## src/hw/rtl/btoe_pkg.sv

```systemverilog
// ----------------------------------------------------------------------------
// btoe_pkg
// Shared types and constants of the bookmark table with oldest eviction.
// ----------------------------------------------------------------------------
package btoe_pkg;

    localparam int ENTRIES   = 128;
    localparam int KEY_WIDTH = 64;
    localparam int LINE_W    = 24;
    localparam int TIME_W    = 32;
    localparam int IDX_W     = $clog2(ENTRIES);
    localparam int CNT_W     = $clog2(ENTRIES + 1);

    localparam logic [2:0] OP_OPEN    = 3'd0;
    localparam logic [2:0] OP_BACKUP  = 3'd1;
    localparam logic [2:0] OP_RESTORE = 3'd2;
    localparam logic [2:0] OP_DROP    = 3'd3;
    localparam logic [2:0] OP_CLEAR   = 3'd4;

    localparam logic [2:0] ST_FOUND    = 3'd0;
    localparam logic [2:0] ST_CREATED  = 3'd1;
    localparam logic [2:0] ST_EVICTED  = 3'd2;
    localparam logic [2:0] ST_NOTFOUND = 3'd3;
    localparam logic [2:0] ST_DISABLED = 3'd4;
    localparam logic [2:0] ST_EMPTY    = 3'd5;

    typedef struct packed {
        logic [KEY_WIDTH-1:0] key;
        logic [LINE_W-1:0]    line;
        logic [TIME_W-1:0]    stamp;
    } entry_t;

    typedef struct packed {
        logic             rot;
        logic             shift;
        logic             wr;
        logic [IDX_W-1:0] idx;
        entry_t           wdata;
    } cell_ctrl_t;

    typedef enum logic [2:0] {
        S_IDLE,
        S_SCAN,
        S_APPLY,
        S_APPEND,
        S_FINISH
    } fsm_state_t;

endpackage

```

## src/hw/rtl/btoe_cell.sv

```systemverilog
// ----------------------------------------------------------------------------
// btoe_cell
// One table slot: rotates with the ring, shifts down on delete, or is written.
// ----------------------------------------------------------------------------
module btoe_cell
    import btoe_pkg::*;
(
    input  logic             clk,
    input  logic [IDX_W-1:0] pos,
    input  cell_ctrl_t       ctrl,
    input  entry_t           nb_in,
    output entry_t           ent
);

    entry_t ent_reg;
    entry_t ent_next;

    always_comb
    begin
        ent_next = ent_reg;
        if (ctrl.rot)
        begin
            ent_next = nb_in;
        end
        else if (ctrl.shift && (pos >= ctrl.idx))
        begin
            ent_next = nb_in;
        end
        else if (ctrl.wr && (pos == ctrl.idx))
        begin
            ent_next = ctrl.wdata;
        end
    end

    always_ff @(posedge clk)
    begin
        ent_reg <= ent_next;
    end

    assign ent = ent_reg;

endmodule

```

## config.mk

```make
export PLATFORM = sky130hd
export DESIGN_NAME = btoe_cell
export DESIGN_NICKNAME = d
export VERILOG_FILES = /design/src/hw/rtl/btoe_pkg.sv /design/src/hw/rtl/btoe_cell.sv
export SDC_FILE = /design/constraint.sdc
export NUM_CORES = 1
export LEC_CHECK = 0
export ABC_AREA = 1
export BUFFER_PORTS_ARGS = -buffer_cell sky130_fd_sc_hd__buf_2
export CAP_MARGIN = 20
export CORE_AREA = 2 2 145 147
export DETAILED_ROUTE_END_ITERATION = 8
export DIE_AREA = 0 0 147 149
export SETUP_SLACK_MARGIN = 0.1
export SLEW_MARGIN = 20
export SYNTH_ARGS = -nofsm -noshare
export SYNTH_HDL_FRONTEND = slang
export SYNTH_SLANG_ARGS = --single-unit
```

## constraint.sdc

```tcl
create_clock -name clk -period 7 [get_ports clk]
set_input_delay 1.05 -clock clk [delete_from_list [all_inputs] [get_ports clk]]
set_output_delay 1.05 -clock clk [all_outputs]
set_load 0.05 [all_outputs]
```

## Word level (Yosys, flattened, before mapping)

Cells that the tools add are included.

- Magnitude comparators: 1
- Equality and inequality tests: 1
- Mux-type cells: 3
- Reductions and logical operators: 3

Operator list:

| cell | count |
|---|---|
| $mux W120 | 3 |
| $eq A7 B7 Y1 | 1 |
| $ge A7 B7 Y1 | 1 |
| $reduce_bool A3 Y1 | 1 |
| $logic_and A1 B1 Y1 | 2 |

- Register bits after elaboration: 120
- Output and inout bits: 120

## Logic depth before layout (Yosys ltp)

- Word-level depth: 5
- Depth in mapped cells: 13

## Worst setup path after synthesis

Ideal clock, no wire load.

- Path kind: input to register
- From: input ctrl[126] (netlist name)
- To: register ent_reg, in the netlist ent[0], enable pin
- Arrival: 4820 ps
- Slack: 818 ps
- Stages: 10
- Cell sequence: inv_1 -> ha_1 -> nand2_1 -> inv_1 -> a21oi_1 -> nand3_1 -> nand2_2 -> buf_4 -> buf_2 -> nand3_1

- Word-level cells in the longest chain between the ends: 3
- Elaborated cells between the ends (all ways): 5

RTL lines:

| what | line | source |
|---|---|---|
| start: declaration | btoe_cell.sv:10 | `input cell_ctrl_t ctrl,` |
| $ge A7 B7 Y1 or $eq A7 B7 Y1 (tied branches) | btoe_cell.sv:25, btoe_cell.sv:29 |  |
| $logic_and A1 B1 Y1 (on tied branches) | btoe_cell.sv:25, btoe_cell.sv:29 |  |
| $reduce_bool A3 Y1 (no line) * | - |  |
| end signal: assignment | btoe_cell.sv:37 | `ent_reg <= ent_next;` |
| end: declaration | btoe_cell.sv:15 | `entry_t ent_reg;` |

Mark *: on every way between the ends. The rest lies on a longest branch, timed or not.
A chain may end at the register's enable or synchronous reset.

## Worst setup path in the final report

- From: input pos[2]
- To: register ent_reg, in the netlist ent[52], enable pin

- Word-level cells in the longest chain between the ends: 3
- Elaborated cells between the ends (all ways): 5

RTL lines:

| what | line | source |
|---|---|---|
| start: declaration | btoe_cell.sv:9 | `input logic [IDX_W-1:0] pos,` |
| $ge A7 B7 Y1 or $eq A7 B7 Y1 (tied branches) | btoe_cell.sv:25, btoe_cell.sv:29 |  |
| $logic_and A1 B1 Y1 (on tied branches) | btoe_cell.sv:25, btoe_cell.sv:29 |  |
| $reduce_bool A3 Y1 (no line) * | - |  |

Marks and branches as above.

==> reports/summary.txt <==
GR Overflow Total -> 0
Vias -> 5274
CP max FO -> 62
Post-route setup slack -> 3360 ps
Io pins -> 378
Core ar. -> 20600 µm²
CTS Hold Bufs -> 0
Async SR Flop Fraction -> 0%
TritonCTS buffer count -> 17
Initial Util -> 27.1%
Period utilization -> 51.9%
Syn-to-layout area delta -> 46.6%
Layout cells sized above 1 -> 44.5%
Max-slew headroom -> 34.8%
CP arrival -> 3690 ps
Drt pass-1 iters -> 5
Die Wd -> 147 µm
Gate power share -> 29.4%
Final hold violation count -> 0
RSZ-0062 raised after global routing -> no
Top post-synthesis cells by count -> nand2_1, nand3_1, edfxtp_1
Switch Pwr -> 913 µW
Synth area leader -> edfxtp_1
Switching Share -> 36.2%
Main synth FF type -> edfxtp_1
Flops & latches, synth -> 120
Number of flops mapped to enable cells by yosys -> 120
Slew @ Worst Pin -> 978 ps
Post-CTS Resized -> 0
Ys Warns -> 0
Pwr/cell area -> 308 nW/µm²
Lkg Pwr -> 4.18 nW
Top-count cell post-synth -> nand2_1
Fin crit period -> 3640 ps
Die area -> 21900 µm²
Place WS -> 2910 ps
Yosys cell types -> 13
Detail Placement HPWL -> 13100 µm
Post-route ant nets -> 0
Cell count after synthesis -> 559
# rows -> 53
Status -> finished, final reports clean
Synthesized cell area -> 5580 µm²
Post-CTS Setup Repair Bufs -> 0
Sequential fraction of the synthesis area -> 64.6%
CTS clk-pin slew, worst paths -> 60 ps
Maximum number of pins on one net before global-route repair -> 84
Fmax -> 275 MHz
Critical path startpoint category -> input port
Syn_nets -> 824
Total track usage -> 15.4%
CTS tree -> built
Slew Limit Fails -> 0
Initial antenna violation count -> 1
Fin nets -> 1185
Die height -> 149 µm
Crit path kind -> in2reg
CTS H-tree depth -> 4
Max FFs per register -> 120
Vias in the first global route -> 4917
DRC -> 0
Port bufs -> 377
Setup TNS -> 0 ps
Sequential Power Share -> 37.8%
Synth area leaders -> edfxtp_1, nand2_1, nand3_1
Internal -> 1.61 mW
Worst-case clock buffer depth -> 2
Max-Cap Viols -> 0
Crit end category -> register
Clock sink count -> 120
Wire length per cell -> 14.7 µm
Clock power share -> 32.8%
Final setup fails -> 0
GP Congestion -> 0.879
First-pass GRT wire length -> 26000 µm
Worst VDD drop -> 0.144 mV
Hold WC Path Type -> in2reg
Initial DRC Count -> 275
Critical Path RT -> 7060 ps
Yosys top cell area share -> 64.6%
Final WL -> 17700 µm
Root Driver -> clkbuf_16
Mapped Avg Cell Area -> 9.98 µm²
DR vias/cell -> 4.37
## area by class of cell
| cell class | count | area, µm² |
|---|---|---|
| clock buffer | 18 | 429 |
| multi-input combinational | 388 | 1710 |
| tap | 275 | 344 |
| antenna | 1 | 2.50 |
| fill | 2088 | 12400 |
| clock inverter | 13 | 133 |
| inverter | 12 | 47.5 |
| sequential | 120 | 3600 |
| timing repair buffer | 381 | 1920 |
## routing by layer
layer  share of wire, %  wire [µm]  up-vias  track usage [%]
li1                   -          -     2617                -
met1                 41       7310     2370             18.8
met2                 48       8580      260             26.2
met3                8.4       1490       27             4.83
met4                2.1        369        0             5.19
met5                  0          0        -                0
## power by group through the flow
stage / registers [mW] / logic (mW) / clock network, mW
CTS: 0.954 / 0.747 / 0.855
global placement: 0.963 / 0.747 / 0
floorplan: 1.36 / 0.141 / 0
finish: 0.953 / 0.742 / 0.827
detailed placement: 0.967 / 0.747 / 0
global route: 0.963 / 0.783 / 0.883
## per-stage QoR
stage | util (%) | power, mW | std cells | instance area, µm² | hold WS (ps)
4_1_cts | 39.8 | 2.56 | 1207 | 8180 | 883
2_1_floorplan | - | 1.50 | 559 | 5580 | 1230
5_1_grt | 39.8 | 2.63 | 1207 | 8180 | 884
3_5_place_dp | 37.1 | 1.71 | 1176 | 7620 | 1320
3_3_place_gp | 37.1 | 1.71 | 1176 | 7620 | 1320
6_report | 39.8 | 2.52 | 1208 | 8180 | 912
## placed cells by master, fill, tap and decap left out
master / Yosys / final
nand4_1: 1 / 1
buf_2: 13 / 377
nand3_1: 124 / 123
ha_1: 7 / 7
bufinv_16: 0 / 2
clkinv_4: 0 / 2
buf_4: 1 / 4
clkbuf_16: 0 / 17
nor2_1: 2 / 2
inv_4: 0 / 1
clkbuf_1: 14 / 1
diode_2: 0 / 1
inv_1: 12 / 11
clkinvlp_4: 0 / 4
nand2_1: 250 / 250
a21oi_1: 2 / 2
nand2_4: 0 / 2
nand3_4: 0 / 1
edfxtp_1: 120 / 120
clkinv_2: 0 / 5
## kinds of logic after synthesis
| logic type | after synthesis | share of synthesized area (%) |
|---|---|---|
| DFF | 120 | 64.6 |
| adders and majority gates | 7 | 1.57 |
| buffers and inverters | 51 | 5.27 |
| and+or+nand+nor | 379 | 28.4 |
| AOI/OAI and AO/OA | 2 | 0.179 |
## critical path, stage by stage
cell and delay, ps:
buf_2 120, ha_1 320, a21oi_1 160, nand2_1 70, nand2_1 60, nand3_1 100, nand2_4 360, nand3_4 740
buf_4 650
## final timing paths
check	from	end	slack (ps)	cells past startpoint
worst max-delay path	pos[2]	ent[52]	3360	9
worst min-delay path	nb_in[38]	ent[38]	910	3
No activity file was read; power rests on OpenSTA's default activity.
