<file path="src/hw/rtl/btoe_pkg.sv">
// ----------------------------------------------------------------------------
// btoe_pkg
// Shared types and constants of the bookmark table with oldest eviction.
// ----------------------------------------------------------------------------
package btoe_pkg;

    localparam int ENTRIES   = 128;
    localparam int KEY_WIDTH = 64;
    localparam int LINE_W    = 24;
    localparam int TIME_W    = 32;
    localparam int IDX_W     = $clog2(ENTRIES);
    localparam int CNT_W     = $clog2(ENTRIES + 1);

    localparam logic [2:0] OP_OPEN    = 3'd0;
    localparam logic [2:0] OP_BACKUP  = 3'd1;
    localparam logic [2:0] OP_RESTORE = 3'd2;
    localparam logic [2:0] OP_DROP    = 3'd3;
    localparam logic [2:0] OP_CLEAR   = 3'd4;

    localparam logic [2:0] ST_FOUND    = 3'd0;
    localparam logic [2:0] ST_CREATED  = 3'd1;
    localparam logic [2:0] ST_EVICTED  = 3'd2;
    localparam logic [2:0] ST_NOTFOUND = 3'd3;
    localparam logic [2:0] ST_DISABLED = 3'd4;
    localparam logic [2:0] ST_EMPTY    = 3'd5;

    typedef struct packed {
        logic [KEY_WIDTH-1:0] key;
        logic [LINE_W-1:0]    line;
        logic [TIME_W-1:0]    stamp;
    } entry_t;

    typedef struct packed {
        logic             rot;
        logic             shift;
        logic             wr;
        logic [IDX_W-1:0] idx;
        entry_t           wdata;
    } cell_ctrl_t;

    typedef enum logic [2:0] {
        S_IDLE,
        S_SCAN,
        S_APPLY,
        S_APPEND,
        S_FINISH
    } fsm_state_t;

endpackage

</file>
<file path="src/hw/rtl/btoe_if.sv">
// ----------------------------------------------------------------------------
// btoe_if
// Request and result channels of the bookmark table.
// ----------------------------------------------------------------------------
interface btoe_req_if;
    logic        valid;
    logic        ready;
    logic [2:0]  opcode;
    logic [63:0] name_key;
    logic [23:0] line_value;
    logic [31:0] time_value;

    modport source (output valid, opcode, name_key, line_value, time_value, input ready);
    modport sink (input valid, opcode, name_key, line_value, time_value, output ready);
endinterface

interface btoe_rsp_if;
    logic        valid;
    logic        ready;
    logic [2:0]  status;
    logic [6:0]  entry_index;
    logic [23:0] line_out;
    logic        restore_valid;
    logic [7:0]  entry_count;

    modport source (output valid, status, entry_index, line_out, restore_valid, entry_count,
                    input ready);
    modport sink (input valid, status, entry_index, line_out, restore_valid, entry_count,
                  output ready);
endinterface

</file>
<file path="src/hw/rtl/btoe_ctrl.sv">
// ----------------------------------------------------------------------------
// btoe_ctrl
// Sequencer: scans the ring for key and oldest entry, then edits the table.
// ----------------------------------------------------------------------------
module btoe_ctrl
    import btoe_pkg::*;
(
    input  logic        clk,
    input  logic        rst_n,
    input  logic        cfg_wr_en,
    input  logic        cfg_wr_data,
    btoe_req_if.sink    in_ch,
    btoe_rsp_if.source  out_ch,
    input  entry_t      head,
    output cell_ctrl_t  cc
);

    fsm_state_t state_reg, state_next;

    logic                 en_reg;
    logic [2:0]           op_reg;
    logic [KEY_WIDTH-1:0] key_reg;
    logic [LINE_W-1:0]    line_reg;
    logic [TIME_W-1:0]    time_reg;
    logic [CNT_W-1:0]     cnt_reg;
    logic [IDX_W-1:0]     k_reg;
    logic                 found_reg;
    logic [IDX_W-1:0]     fidx_reg;
    logic [LINE_W-1:0]    fline_reg;
    logic [TIME_W-1:0]    ftime_reg;
    logic [IDX_W-1:0]     midx_reg;
    logic [LINE_W-1:0]    mline_reg;
    logic [TIME_W-1:0]    mtime_reg;
    logic                 evict_reg;
    logic [2:0]           rstat_reg;
    logic [IDX_W-1:0]     ridx_reg;
    logic [LINE_W-1:0]    rline_reg;
    logic                 rvalid_reg;

    logic                 ovalid_reg;
    logic [2:0]           ostat_reg;
    logic [IDX_W-1:0]     oidx_reg;
    logic [LINE_W-1:0]    oline_reg;
    logic                 orv_reg;
    logic [CNT_W-1:0]     ocnt_reg;

    logic accept;
    logic quick;
    logic out_free;
    logic full;
    logic in_range;

    assign accept   = in_ch.valid && in_ch.ready;
    assign out_free = !ovalid_reg || out_ch.ready;
    assign full     = (cnt_reg == CNT_W'(ENTRIES));
    assign in_range = ({1'b0, k_reg} < cnt_reg);
    assign quick    = !en_reg || (in_ch.opcode >= OP_CLEAR)
                      || ((cnt_reg == '0) && (in_ch.opcode != OP_OPEN));

    assign in_ch.ready = (state_reg == S_IDLE);

    // next state
    always_comb
    begin
        state_next = state_reg;
        unique case (state_reg)
            S_IDLE:
            begin
                if (accept)
                begin
                    state_next = quick ? S_FINISH : S_SCAN;
                end
            end
            S_SCAN:
            begin
                if (k_reg == IDX_W'(ENTRIES - 1))
                begin
                    state_next = S_APPLY;
                end
            end
            S_APPLY:
            begin
                if ((op_reg == OP_OPEN) && !found_reg)
                begin
                    state_next = S_APPEND;
                end
                else
                begin
                    state_next = S_FINISH;
                end
            end
            S_APPEND:
            begin
                state_next = S_FINISH;
            end
            S_FINISH:
            begin
                if (out_free)
                begin
                    state_next = S_IDLE;
                end
            end
            default:
            begin
                state_next = S_IDLE;
            end
        endcase
    end

    // cell controls
    always_comb
    begin
        cc = '0;
        unique case (state_reg)
            S_SCAN:
            begin
                cc.rot = 1'b1;
            end
            S_APPLY:
            begin
                if ((op_reg == OP_DROP) || ((op_reg == OP_OPEN) && !found_reg && full))
                begin
                    cc.shift = 1'b1;
                    cc.idx   = midx_reg;
                end
                else if ((op_reg == OP_BACKUP) && found_reg)
                begin
                    cc.wr          = 1'b1;
                    cc.idx         = fidx_reg;
                    cc.wdata.key   = key_reg;
                    cc.wdata.line  = line_reg;
                    cc.wdata.stamp = time_reg;
                end
            end
            S_APPEND:
            begin
                cc.wr          = 1'b1;
                cc.idx         = cnt_reg[IDX_W-1:0];
                cc.wdata.key   = key_reg;
                cc.wdata.line  = '0;
                cc.wdata.stamp = time_reg;
            end
            default:
            begin
                cc = '0;
            end
        endcase
    end

    always_ff @(posedge clk or negedge rst_n)
    begin
        if (!rst_n)
        begin
            state_reg  <= S_IDLE;
            en_reg     <= 1'b0;
            cnt_reg    <= '0;
            ovalid_reg <= 1'b0;
        end
        else
        begin
            state_reg <= state_next;
            if (cfg_wr_en)
            begin
                en_reg <= cfg_wr_data;
            end
            if (accept && en_reg && (in_ch.opcode == OP_CLEAR))
            begin
                cnt_reg <= '0;
            end
            else if (state_reg == S_APPLY)
            begin
                if ((op_reg == OP_DROP) || ((op_reg == OP_OPEN) && !found_reg && full))
                begin
                    cnt_reg <= cnt_reg - 1'b1;
                end
            end
            else if (state_reg == S_APPEND)
            begin
                cnt_reg <= cnt_reg + 1'b1;
            end
            if ((state_reg == S_FINISH) && out_free)
            begin
                ovalid_reg <= 1'b1;
            end
            else if (out_ch.ready)
            begin
                ovalid_reg <= 1'b0;
            end
        end
    end

    // datapath, no reset
    always_ff @(posedge clk)
    begin
        if (accept)
        begin
            op_reg     <= in_ch.opcode;
            key_reg    <= in_ch.name_key[KEY_WIDTH-1:0];
            line_reg   <= in_ch.line_value;
            time_reg   <= in_ch.time_value;
            k_reg      <= '0;
            found_reg  <= 1'b0;
            evict_reg  <= 1'b0;
            ridx_reg   <= '0;
            rline_reg  <= '0;
            rvalid_reg <= 1'b0;
            if (!en_reg)
            begin
                rstat_reg <= ST_DISABLED;
            end
            else if (in_ch.opcode == OP_CLEAR)
            begin
                rstat_reg <= ST_FOUND;
            end
            else if (in_ch.opcode > OP_CLEAR)
            begin
                rstat_reg <= ST_NOTFOUND;
            end
            else if (cnt_reg == '0 && in_ch.opcode != OP_OPEN)
            begin
                rstat_reg <= ST_EMPTY;
            end
            else
            begin
                rstat_reg <= ST_NOTFOUND;
            end
        end
        if (state_reg == S_SCAN)
        begin
            k_reg <= k_reg + 1'b1;
            // head cell holds entry k during the rotation pass
            if (in_range && !found_reg && (head.key == key_reg))
            begin
                found_reg <= 1'b1;
                fidx_reg  <= k_reg;
                fline_reg <= head.line;
                ftime_reg <= head.stamp;
            end
            if (in_range && ((k_reg == '0) || (head.stamp < mtime_reg)))
            begin
                midx_reg  <= k_reg;
                mline_reg <= head.line;
                mtime_reg <= head.stamp;
            end
        end
        if (state_reg == S_APPLY)
        begin
            unique case (op_reg)
                OP_OPEN:
                begin
                    if (found_reg)
                    begin
                        rstat_reg  <= ST_FOUND;
                        ridx_reg   <= fidx_reg;
                        rline_reg  <= fline_reg;
                        rvalid_reg <= (fline_reg != '0) && (ftime_reg != '0);
                    end
                    else
                    begin
                        evict_reg <= full;
                    end
                end
                OP_BACKUP:
                begin
                    if (found_reg)
                    begin
                        rstat_reg  <= ST_FOUND;
                        ridx_reg   <= fidx_reg;
                        rline_reg  <= line_reg;
                        rvalid_reg <= (line_reg != '0) && (time_reg != '0);
                    end
                end
                OP_RESTORE:
                begin
                    if (found_reg)
                    begin
                        rstat_reg  <= ST_FOUND;
                        ridx_reg   <= fidx_reg;
                        rline_reg  <= fline_reg;
                        rvalid_reg <= (fline_reg != '0) && (ftime_reg != '0);
                    end
                end
                OP_DROP:
                begin
                    rstat_reg <= ST_FOUND;
                    ridx_reg  <= midx_reg;
                    rline_reg <= mline_reg;
                end
                default:
                begin
                    rstat_reg <= ST_NOTFOUND;
                end
            endcase
        end
        if (state_reg == S_APPEND)
        begin
            rstat_reg <= evict_reg ? ST_EVICTED : ST_CREATED;
            ridx_reg  <= cnt_reg[IDX_W-1:0];
        end
        if ((state_reg == S_FINISH) && out_free)
        begin
            ostat_reg <= rstat_reg;
            oidx_reg  <= ridx_reg;
            oline_reg <= rline_reg;
            orv_reg   <= rvalid_reg;
            ocnt_reg  <= cnt_reg;
        end
    end

    assign out_ch.valid         = ovalid_reg;
    assign out_ch.status        = ostat_reg;
    assign out_ch.entry_index   = oidx_reg;
    assign out_ch.line_out      = oline_reg;
    assign out_ch.restore_valid = orv_reg;
    assign out_ch.entry_count   = ocnt_reg;

endmodule

</file>
<file path="src/flat_wrapper.sv">
// flat-port wrapper written by rule: the top's interface ports become plain ports
module btoe_ctrl_flat import btoe_pkg::*;
  (clk, rst_n, cfg_wr_en, cfg_wr_data, head, cc, in_ch_valid, in_ch_opcode, in_ch_name_key, in_ch_line_value, in_ch_time_value, in_ch_ready, out_ch_valid, out_ch_status, out_ch_entry_index, out_ch_line_out, out_ch_restore_valid, out_ch_entry_count, out_ch_ready);
  btoe_req_if in_ch_i ();
  btoe_rsp_if out_ch_i ();
  input  logic clk;
  input  logic rst_n;
  input  logic cfg_wr_en;
  input  logic cfg_wr_data;
  input  entry_t head;
  output cell_ctrl_t cc;
  input wire logic [$bits(in_ch_i.valid)-1:0] in_ch_valid;
  input wire logic [$bits(in_ch_i.opcode)-1:0] in_ch_opcode;
  input wire logic [$bits(in_ch_i.name_key)-1:0] in_ch_name_key;
  input wire logic [$bits(in_ch_i.line_value)-1:0] in_ch_line_value;
  input wire logic [$bits(in_ch_i.time_value)-1:0] in_ch_time_value;
  output wire logic [$bits(in_ch_i.ready)-1:0] in_ch_ready;
  output wire logic [$bits(out_ch_i.valid)-1:0] out_ch_valid;
  output wire logic [$bits(out_ch_i.status)-1:0] out_ch_status;
  output wire logic [$bits(out_ch_i.entry_index)-1:0] out_ch_entry_index;
  output wire logic [$bits(out_ch_i.line_out)-1:0] out_ch_line_out;
  output wire logic [$bits(out_ch_i.restore_valid)-1:0] out_ch_restore_valid;
  output wire logic [$bits(out_ch_i.entry_count)-1:0] out_ch_entry_count;
  input wire logic [$bits(out_ch_i.ready)-1:0] out_ch_ready;
  assign in_ch_i.valid = in_ch_valid;
  assign in_ch_i.opcode = in_ch_opcode;
  assign in_ch_i.name_key = in_ch_name_key;
  assign in_ch_i.line_value = in_ch_line_value;
  assign in_ch_i.time_value = in_ch_time_value;
  assign in_ch_ready = in_ch_i.ready;
  assign out_ch_valid = out_ch_i.valid;
  assign out_ch_status = out_ch_i.status;
  assign out_ch_entry_index = out_ch_i.entry_index;
  assign out_ch_line_out = out_ch_i.line_out;
  assign out_ch_restore_valid = out_ch_i.restore_valid;
  assign out_ch_entry_count = out_ch_i.entry_count;
  assign out_ch_i.ready = out_ch_ready;
  btoe_ctrl u_core (.clk(clk), .rst_n(rst_n), .cfg_wr_en(cfg_wr_en), .cfg_wr_data(cfg_wr_data), .in_ch(in_ch_i), .out_ch(out_ch_i), .head(head), .cc(cc));
endmodule
</file>
<file path="config.mk">
export PLATFORM = sky130hd
export DESIGN_NAME = btoe_ctrl_flat
export DESIGN_NICKNAME = d
export VERILOG_FILES = /design/src/hw/rtl/btoe_pkg.sv /design/src/hw/rtl/btoe_if.sv /design/src/hw/rtl/btoe_ctrl.sv /design/src/flat_wrapper.sv
export SDC_FILE = /design/constraint.sdc
export NUM_CORES = 1
export LEC_CHECK = 0
export BUFFER_PORTS_ARGS = -buffer_cell sky130_fd_sc_hd__buf_4
export CAP_MARGIN = 0
export CORE_UTILIZATION = 52
export CTS_CLUSTER_SIZE = 40
export DETAILED_ROUTE_END_ITERATION = 7
export GPL_TIMING_DRIVEN = 0
export PLACE_DENSITY = 0.89
export SYNTH_ARGS = -nofsm -noshare
export SYNTH_HDL_FRONTEND = slang
export SYNTH_SLANG_ARGS = --single-unit
</file>
<file path="constraint.sdc">
create_clock -name clk -period 5.4 [get_ports clk]
set_input_delay 0.54 -clock clk [delete_from_list [all_inputs] [get_ports clk]]
set_output_delay 0.54 -clock clk [all_outputs]
set_load 0.02 [all_outputs]
</file>
### Word-level counts from Yosys, hierarchy flattened

Index checks and enable logic that the tools add are counted.

| storage, ports and cells | value |
|---|---|
| input bits | 249 |
| flip-flop bits (word level) | 349 |
| word-level logic and storage cells | 141 |
| output and inout bits | 175 |

| cells by class | value |
|---|---|
| $lt $le $gt $ge | 4 |
| equality and inequality tests | 15 |
| multiplexer cells | 54 |
| add/sub/neg operators | 3 |
| reduce and logical (&&, ||, !) cells | 39 |

Operator list:

| operator | count |
|---|---|
| one-hot mux 128 bit (2 select lines) | 1 |
| 2-to-1 mux 128 bit | 1 |
| 2-to-1 mux 120 bit | 1 |
| 2-to-1 mux 24 bit | 4 |
| one-hot mux 24 bit (3 select lines) | 1 |
| == test 64 bit | 1 |
| nonzero test 32 bit | 2 |
| 2-to-1 mux 7 bit | 7 |
| nonzero test 24 bit | 2 |
| 2-to-1 mux 3 bit | 13 |
| < comparator 32 bit | 1 |
| 2-to-1 mux 8 bit | 4 |
| 2-to-1 mux 1 bit | 17 |
| one-hot mux 3 bit (5 select lines) | 1 |
| one-hot mux 7 bit (2 select lines) | 1 |
| logical AND 1 bit | 13 |
| == test 3 x 2 -> 1 bit (second input constant) | 4 |
| adder 8 x 1 -> 8 bit (second input constant) | 1 |
| == test 8 bit (second input constant) | 1 |
| logical NOT 8 bit | 1 |
| < comparator 7 x 8 -> 1 bit | 1 |
| subtractor 8 x 1 -> 8 bit (second input constant) | 1 |
| adder 7 x 1 -> 7 bit (second input constant) | 1 |
| == test 7 bit (second input constant) | 1 |
| 20 further kinds | 34 |

### Depth between registers and ports, before layout

Gate-level depths: netlist of the first run.

| logic depth | value |
|---|---|
| word-level depth | 11 |
| mapped depth | 10 |
| gate-level depth less buffers | 9 |

### Least setup slack after synthesis of the first run

Ideal clock, no wire load.

| timing | value |
|---|---|
| kind | input to register |
| from | in head[6] (netlist bit) |
| to | reg u_core.midx_reg[0], enable pin |
| arrival | 4.494 ns |
| path slack | 0.414 ns |
| buffers on the path | 0 |
| required time | 4.908 ns |
| stages | 6 |
| setup time | 0.492 ns |
| cells stage by stage | ha_1 > a21o_1 > a2111oi_0 > nor3_1 > o31a_1 > o21ai_1 |

| between the ends | value |
|---|---|
| cells in the longest elaborated chain, start to end | 4 |

RTL lines:

| what | line | text |
|---|---|---|
| from (decl) | flat_wrapper.sv:10 | `input entry_t head;` |
| < comparator 32 bit | btoe_ctrl.sv:239 | `if (in_range && ((k_reg == '0) \|\| (head.stamp < mtime_reg)))` |
| logical OR 1 bit | btoe_ctrl.sv:239 |  |
| logical AND 1 bit | btoe_ctrl.sv:239 |  |
| AND reduction 2 bit (no source line) | - |  |
| to (signal assigned) | btoe_ctrl.sv:241 | `midx_reg <= k_reg;` |
| to (decl) | btoe_ctrl.sv:31 | `logic [IDX_W-1:0] midx_reg;` |

No other way between the ends.
A chain may end at the register's enable or synchronous reset.

==> results of run 1 <==
==> what timing repair did <==
action                    CTS  global route
gates resized for setup     0             0
hold buffers                1             0
hold endpoints to repair   13             0
==> area by class of cell <==
type | count | area (sq um)
sequential | 349 | 10000
fill | 1840 | 8000
inverter | 67 | 256
antenna | 2 | 5.00
tap | 378 | 473
multi-input combinational | 659 | 4510
clock inverter | 19 | 295
timing repair buffer | 428 | 3280
buffer | 41 | 188
clock buffer | 51 | 1040
==> cells in the mapped netlist, types with 3 or more instances <==
| cell type | count | share of area [%] |
|---|---|---|
| clkbuf_1 | 27 | 0.68 |
| a2111oi_0 | 5 | 0.29 |
| o211ai_1 | 19 | 0.95 |
| inv_1 | 65 | 1.6 |
| edfxtp_1 | 299 | 60 |
| xor2_1 | 40 | 2.3 |
| xnor2_1 | 17 | 0.99 |
| dfxtp_1 | 37 | 4.9 |
| clkbuf_2 | 8 | 0.27 |
| nand3_1 | 20 | 0.67 |
| dfrtp_1 | 13 | 2.2 |
| nand4_1 | 12 | 0.50 |
| nand2_1 | 40 | 1.0 |
| a21o_1 | 4 | 0.20 |
| a22o_1 | 4 | 0.23 |
| a22oi_1 | 20 | 1.0 |
| nor2b_1 | 33 | 1.4 |
| a222oi_1 | 14 | 0.94 |
| nand2b_1 | 7 | 0.29 |
| and2_1 | 116 | 4.8 |
| a31oi_1 | 3 | 0.13 |
| a21oi_1 | 48 | 1.6 |
| o22ai_1 | 12 | 0.50 |
| nor2_1 | 48 | 1.2 |
| a211oi_1 | 8 | 0.40 |
| o21ai_0 | 40 | 1.3 |
| and4_1 | 3 | 0.18 |
| and3_1 | 5 | 0.21 |
| nor4_1 | 41 | 1.7 |
| nor3_1 | 8 | 0.27 |
| ha_1 | 45 | 3.8 |
==> cell usage in the layout (no fill, tap or decap), drive strengths merged, types with 3 or more instances in the layout <==
cell,instances
nor2,51
dfrtp,13
a22o,5
o21ai,42
bufinv,7
nand2,40
nor4,42
clkbuf,86
nor3b,3
nand3,20
and4,3
nor3,8
edfxtp,299
a21o,4
nand4,12
nand2b,7
xnor2,17
ha,45
buf,433
a2111oi,5
or4,3
nor2b,33
xor2,40
dfxtp,37
a22oi,20
clkinv,7
o22ai,12
a21oi,48
a222oi,14
and3,6
a31oi,3
inv,71
a211oi,8
o211ai,20
and2,117
==> stage by stage <==
| step | area (sq um) | hold slack (ns) | setup TNS [ns] |
|---|---|---|---|
| final | 20100 | 0.185 | 0 |
| after global routing | 20100 | 0.170 | 0 |
| after CTS | 20100 | 0.174 | 0 |
| after detailed placement | 18700 | 0.394 | 0 |
| after global placement | 18600 | 0.393 | -93.04 |
| after floorplan | 15000 | 0.244 | 0 |
==> report_power, final <==
group          internal, uW  switching [uW]  leakage, uW
logic                   237             242      0.00426
clock network          1700            1060     0.000648
registers              3080            37.2      0.00325
total                  5010            1340      0.00816
==> path summary, 6_finish.rpt <==
kind | start | endpoint | slack [ns] | cells after the start
setup / recovery | u_core.op_reg[0] | cc[116] | 1.65 | 7
hold / removal | in_ch_time_value[22] | u_core.time_reg[22] | 0.19 | 1
setup reg to reg | u_core.state_reg[1] | u_core.midx_reg[2] | 2.00 | 8
hold reg to reg | u_core.rline_reg[20] | u_core.out_ch.line_out[20] | 0.43 | 0
max in group asynchronous | rst_n | u_core.state_reg[0] | 4.83 | 2
min in group asynchronous | rst_n | u_core.out_ch.valid | 0.40 | 2
==> metal layers <==
metal	vias to the layer above	GRT usage (%)
li1	5110	-
met1	5502	37.4
met2	683	49.9
met3	116	6.56
met4	2	10.7
met5	-	0
==> logic make-up after synthesis <==
kind of cell               after synthesis  share of synthesized area [%]
AOI/OAI and AO/OA                      201                           9.09
buffers and inverters                  108                           2.93
muxes                                    4                          0.284
DFF                                    349                           67.1
and+or+nand+nor                        351                           13.4
adders and majority gates               46                           3.89
xor gates and xnor gates                57                           3.33
==> worst reg2reg max path: stages (launching register included) <==
cell and delay, ns:
dfrtp_1 0.46, or3b_2 0.48, buf_2 0.20, nor3_1 0.13, o21ai_0 0.10, o21ai_1 0.45
o2111ai_1 0.29, o21ai_4 0.69, buf_12 0.28
==> flow_summary.yaml, run 1 <==
layout:
  layout-drive-gt1-share_pct: 32.3
  largest_register_ffs: 64
  layout.cells.non_filler: 1994
  area_delta_synth_final_pct: 34.2
  final_net_count: 1879
  utilization_pct: 71.5
power_and_ir_drop:
  power_uw: 6350
  peakVddDrop_mv: 0.295
  powerDensity_nw_per_um2: 316
  p_leak_uw: 0.00816
worst_setup_path:
  slowest_stage: "nor3b_2"
  crit_family: "simple AND/OR/NAND/NOR gates"
  critical_path_class: "register to output port"
  crit_fanout: 10
  crit_arrival_ns: 3.21
  cp-end-kind: "output port"
  cp.required_ns: 4.86
  max_stage_delay_ns: 0.74
  startpoint_type: "register"
  cp_cell_sequence: "nor3b_2, and3_4, nor2_2, inv_2, clkbuf_2, and2_1, buf_4"
  path_buf_inv: 3
synth:
  seq_area_frac_synth_pct: 67.1
  synth_edf_count: 299
  async_flop_share_pct: 3.72
  syn_nets: 1411
  yosysWarnings: 0
  synth_cell_types: 73
  synth_cells: 1116
  ys.flop_type: "edfxtp_1"
  syn_area_per_cell_sq_um: 13.4
  ys_ff_latch: 349
  synthesis.area_sq_um: 15000
sta:
  skew_ns: 0.0226
  period_share_pct: 69.4
  fin_crit_ns: 3.75
  rsz0062_at_grt: "no"
  finalSetupViolCount: 0
  relSlewSlack_pct: 24.6
  maxSlewViolCount: 0
  worst_slack_ns: 1.65
  fmax_mhz: 267
  hold_viol_final: 0
  worstMarginPinSlew_ns: 1.13
floorplanning:
  boundaryPins: 424
  die_w_microns: 172
  start_util_pct: 53.3
  core_area_sq_um: 28100
  die_h_microns: 172
  placement_rows: 61
  die_area_sq_um: 29500
clock_tree:
  root_buffer: "clkbuf_16"
  clock_latency_ns: 0.53
  cts_tree: "done"
  clock-sinks: 349
  cts_buffers: 38
  postCtsSetupRepairBufs: 0
  path_clk_slew_ns: 0.06
  cts.path.max_buffers: 3
  htreeDepth: 2
detailed_routing:
  vias_per_cell: 5.72
  vias: 11400
  dr.max_layer_used: "met5"
  first_pass_iters: 6
  dr_wl_met2_mm: 21.6
  met3_length_mm: 3.95
  drtAntennaViolNets: 0
  drc: 0
  drt-initial-drc-count: 1151
  m1WireLength_mm: 16.7
  wl_per_cell_microns: 22.0
  detail_route.wirelength_mm: 43.8
min_path:
  hold_class: "input port to register"
placement:
  place.gp.congestion: 0.940
  dp.cells: 1921
  io_buffers: 423
  pre_cts_slack_ns: 2.01
  dp_hpwl_mm: 32.3
global_routing:
  grt_pass1_wl_mm: 64.8
  grt_max_degree: 98
  grtUsageTotal_pct: 29.6
  grt_pass1_vias: 11300
  antenna_found_initial: 2
  gr-total-overflow: 0
run:
  drv_cap: 0
status:
  outcome: "completed"
Note: power is estimated with default switching activity, not from simulation.
==> inputs of run 2 (changes only) <==
CORE_UTILIZATION = 47   (was 52)
PLACE_DENSITY = 0.85   (was 0.89)
clock period = 3.2 ns   (was 5.4 ns; I/O delays follow)
==> run 2 against run 1 <==
Net effect:
- die area rose by 11%
- critical path depth grew 2
- wire length is 14% higher
- clock skew decreased by 0.00087 ns
- sequential share of layout area down 4.1 points
- non-clock buffer count grew 188
- final cell count increased by 10%
- total power is 67% higher
- via count rose by 10%
- critical endpoint is now cc[114]
- highest routed layer is now met4
==> flow_summary.yaml, run 2 (same netlist as run 1, synthesis figures left out) <==
sta:
  skew_ns: 0.0217
  worst_slack_ns: 0.0814
  tns_ns: 0
  timing.hold.ws_ns: 0.0163
  worstMarginPinSlew_ns: 1.24
  maxSlewViolCount: 0
  hold_viol_final: 0
  finalSetupViolCount: 0
  fin_crit_ns: 3.12
  fmax_mhz: 321
  relSlewSlack_pct: 17.4
  rsz0062_at_grt: "no"
  period_share_pct: 97.5
global_routing:
  gr-total-overflow: 0
  grt_pass1_vias: 13000
  grtUsageTotal_pct: 30.1
  grt_max_degree: 41
  antenna_found_initial: 2
  grt_pass1_wl_mm: 74.6
floorplanning:
  die_h_microns: 181
  core_area_sq_um: 31000
  start_util_pct: 48.3
  die_w_microns: 181
  die_area_sq_um: 32600
  boundaryPins: 424
  placement_rows: 64
worst_setup_path:
  cp-end-kind: "output port"
  crit_fanout: 10
  startpoint_type: "register"
  cp.required_ns: 2.88
  crit_arrival_ns: 2.80
  critical_path_class: "register to output port"
  rrSetupSlack_ns: 0.26
placement:
  dp.cells: 1941
  io_buffers: 423
  dpl_cell_area_sq_um: 18800
  pre_cts_slack_ns: -0.184
  place.gp.congestion: 0.947
  dp_hpwl_mm: 32.6
detailed_routing:
  detail_route.wirelength_mm: 50.0
  wl_per_cell_microns: 22.7
  first_pass_iters: 6
  drt-initial-drc-count: 1551
  drc: 0
  vias: 12600
  vias_per_cell: 5.72
  drtAntennaViolNets: 0
layout:
  seq_area_sq_um: 10000
  layout-drive-gt1-share_pct: 29.5
  multi_input_area_sq_um: 4550
  fillCellCount: 1892
  area_delta_synth_final_pct: 46.3
  design_area_sq_um: 21900
  final_common_cell: "buf_4"
  layout.cells.non_filler: 2201
  final_cell_mix: "buf_4 (435), edfxtp_1 (299), dlygate4sd3_1 (179)"
  largest_register_ffs: 64
  final_net_count: 2070
power_and_ir_drop:
  powerDensity_nw_per_um2: 485
  peakVddDrop_mv: 0.478
  p_leak_uw: 0.00890
run:
  drv_cap: 0
clock_tree:
  clock-sinks: 349
  clock_latency_ns: 0.54
  path_clk_slew_ns: 0.06
  htreeDepth: 2
  cts.path.max_buffers: 3
  root_buffer: "clkbuf_16"
  cts_tree: "done"
  cts_buffers: 39
min_path:
  hold_class: "input port to register"
status:
  outcome: "completed"
run 2: cell count changes in the layout (fill, tap and decap cells not counted), sizes merged:
cell         delta
and3            +1
inv             -2
clkinvlp        +1
clkinv          +5
dlygate4sd3   +178
buf            +14
diode           -1
bufinv          -5
clkbuf          -2
run 2: layer usage:
metal	GRT usage (%)	wire (microns)
met5	0	0
met2	51.3	25000
met4	13.7	2170
met1	36.7	18200
met3	6.31	4690
run 2: layout make-up:
cell class	count	share of cell area (%)
Clock buffer	53	4.78
Antenna cell	1	0.0114
Tap cell	396	2.26
Inverter	67	1.20
Multi-Input combinational cell	660	20.7
Clock inverter	17	0.674
Sequential cell	349	45.8
Buffer	41	0.919
Timing Repair Buffer	616	23.5
Timing Repair inverter	1	0.0343
run 2: timing repair:
item,4_1_cts,5_1_grt
setup buffers,4,4
hold buffers,179,0
cloned,2,0
endpoints found under the hold margin,247,0
gates resized for setup,9,15
endpoints found under the setup margin,203,118
pin swaps,3,1
run 2: stage by stage:
| stage | utilization [%] | power (uW) |
|---|---|---|
| 2_1_floorplan | - | 5680 |
| 3_3_place_gp | 60.2 | 6040 |
| 3_5_place_dp | 60.7 | 6130 |
| 4_1_cts | 70.5 | 10500 |
| 5_1_grt | 70.7 | 10900 |
| 6_report | 70.7 | 10600 |
run 2: path summary, 6_finish.rpt:
check / start / to / cells past startpoint
worst max-delay path: u_core.state_reg[2] / cc[114] / 9
worst min-delay path: cfg_wr_data / u_core.en_reg / 2
worst max register to register: u_core.state_reg[1] / u_core.mtime_reg[25] / 9
worst min register to register: u_core.rstat_reg[0] / u_core.out_ch.status[0] / 0
max in group asynchronous: rst_n / u_core.state_reg[0] / 2
min in group asynchronous: rst_n / u_core.cnt_reg[6] / 2
run 2: power by group:
group	internal (uW)	switching, uW
Sequential	5190	71.8
Clock	2470	1840
Combinational	557	486
run 2: worst max-delay path: stages (launching register included):
cell and delay [ns]:
dfrtp_1 0.46, or3b_1 0.37, buf_4 0.20, inv_6 0.11, and3_4 0.26, nor2_4 0.09, inv_4 0.13, buf_4 0.22
and2_1 0.24, buf_4 0.17
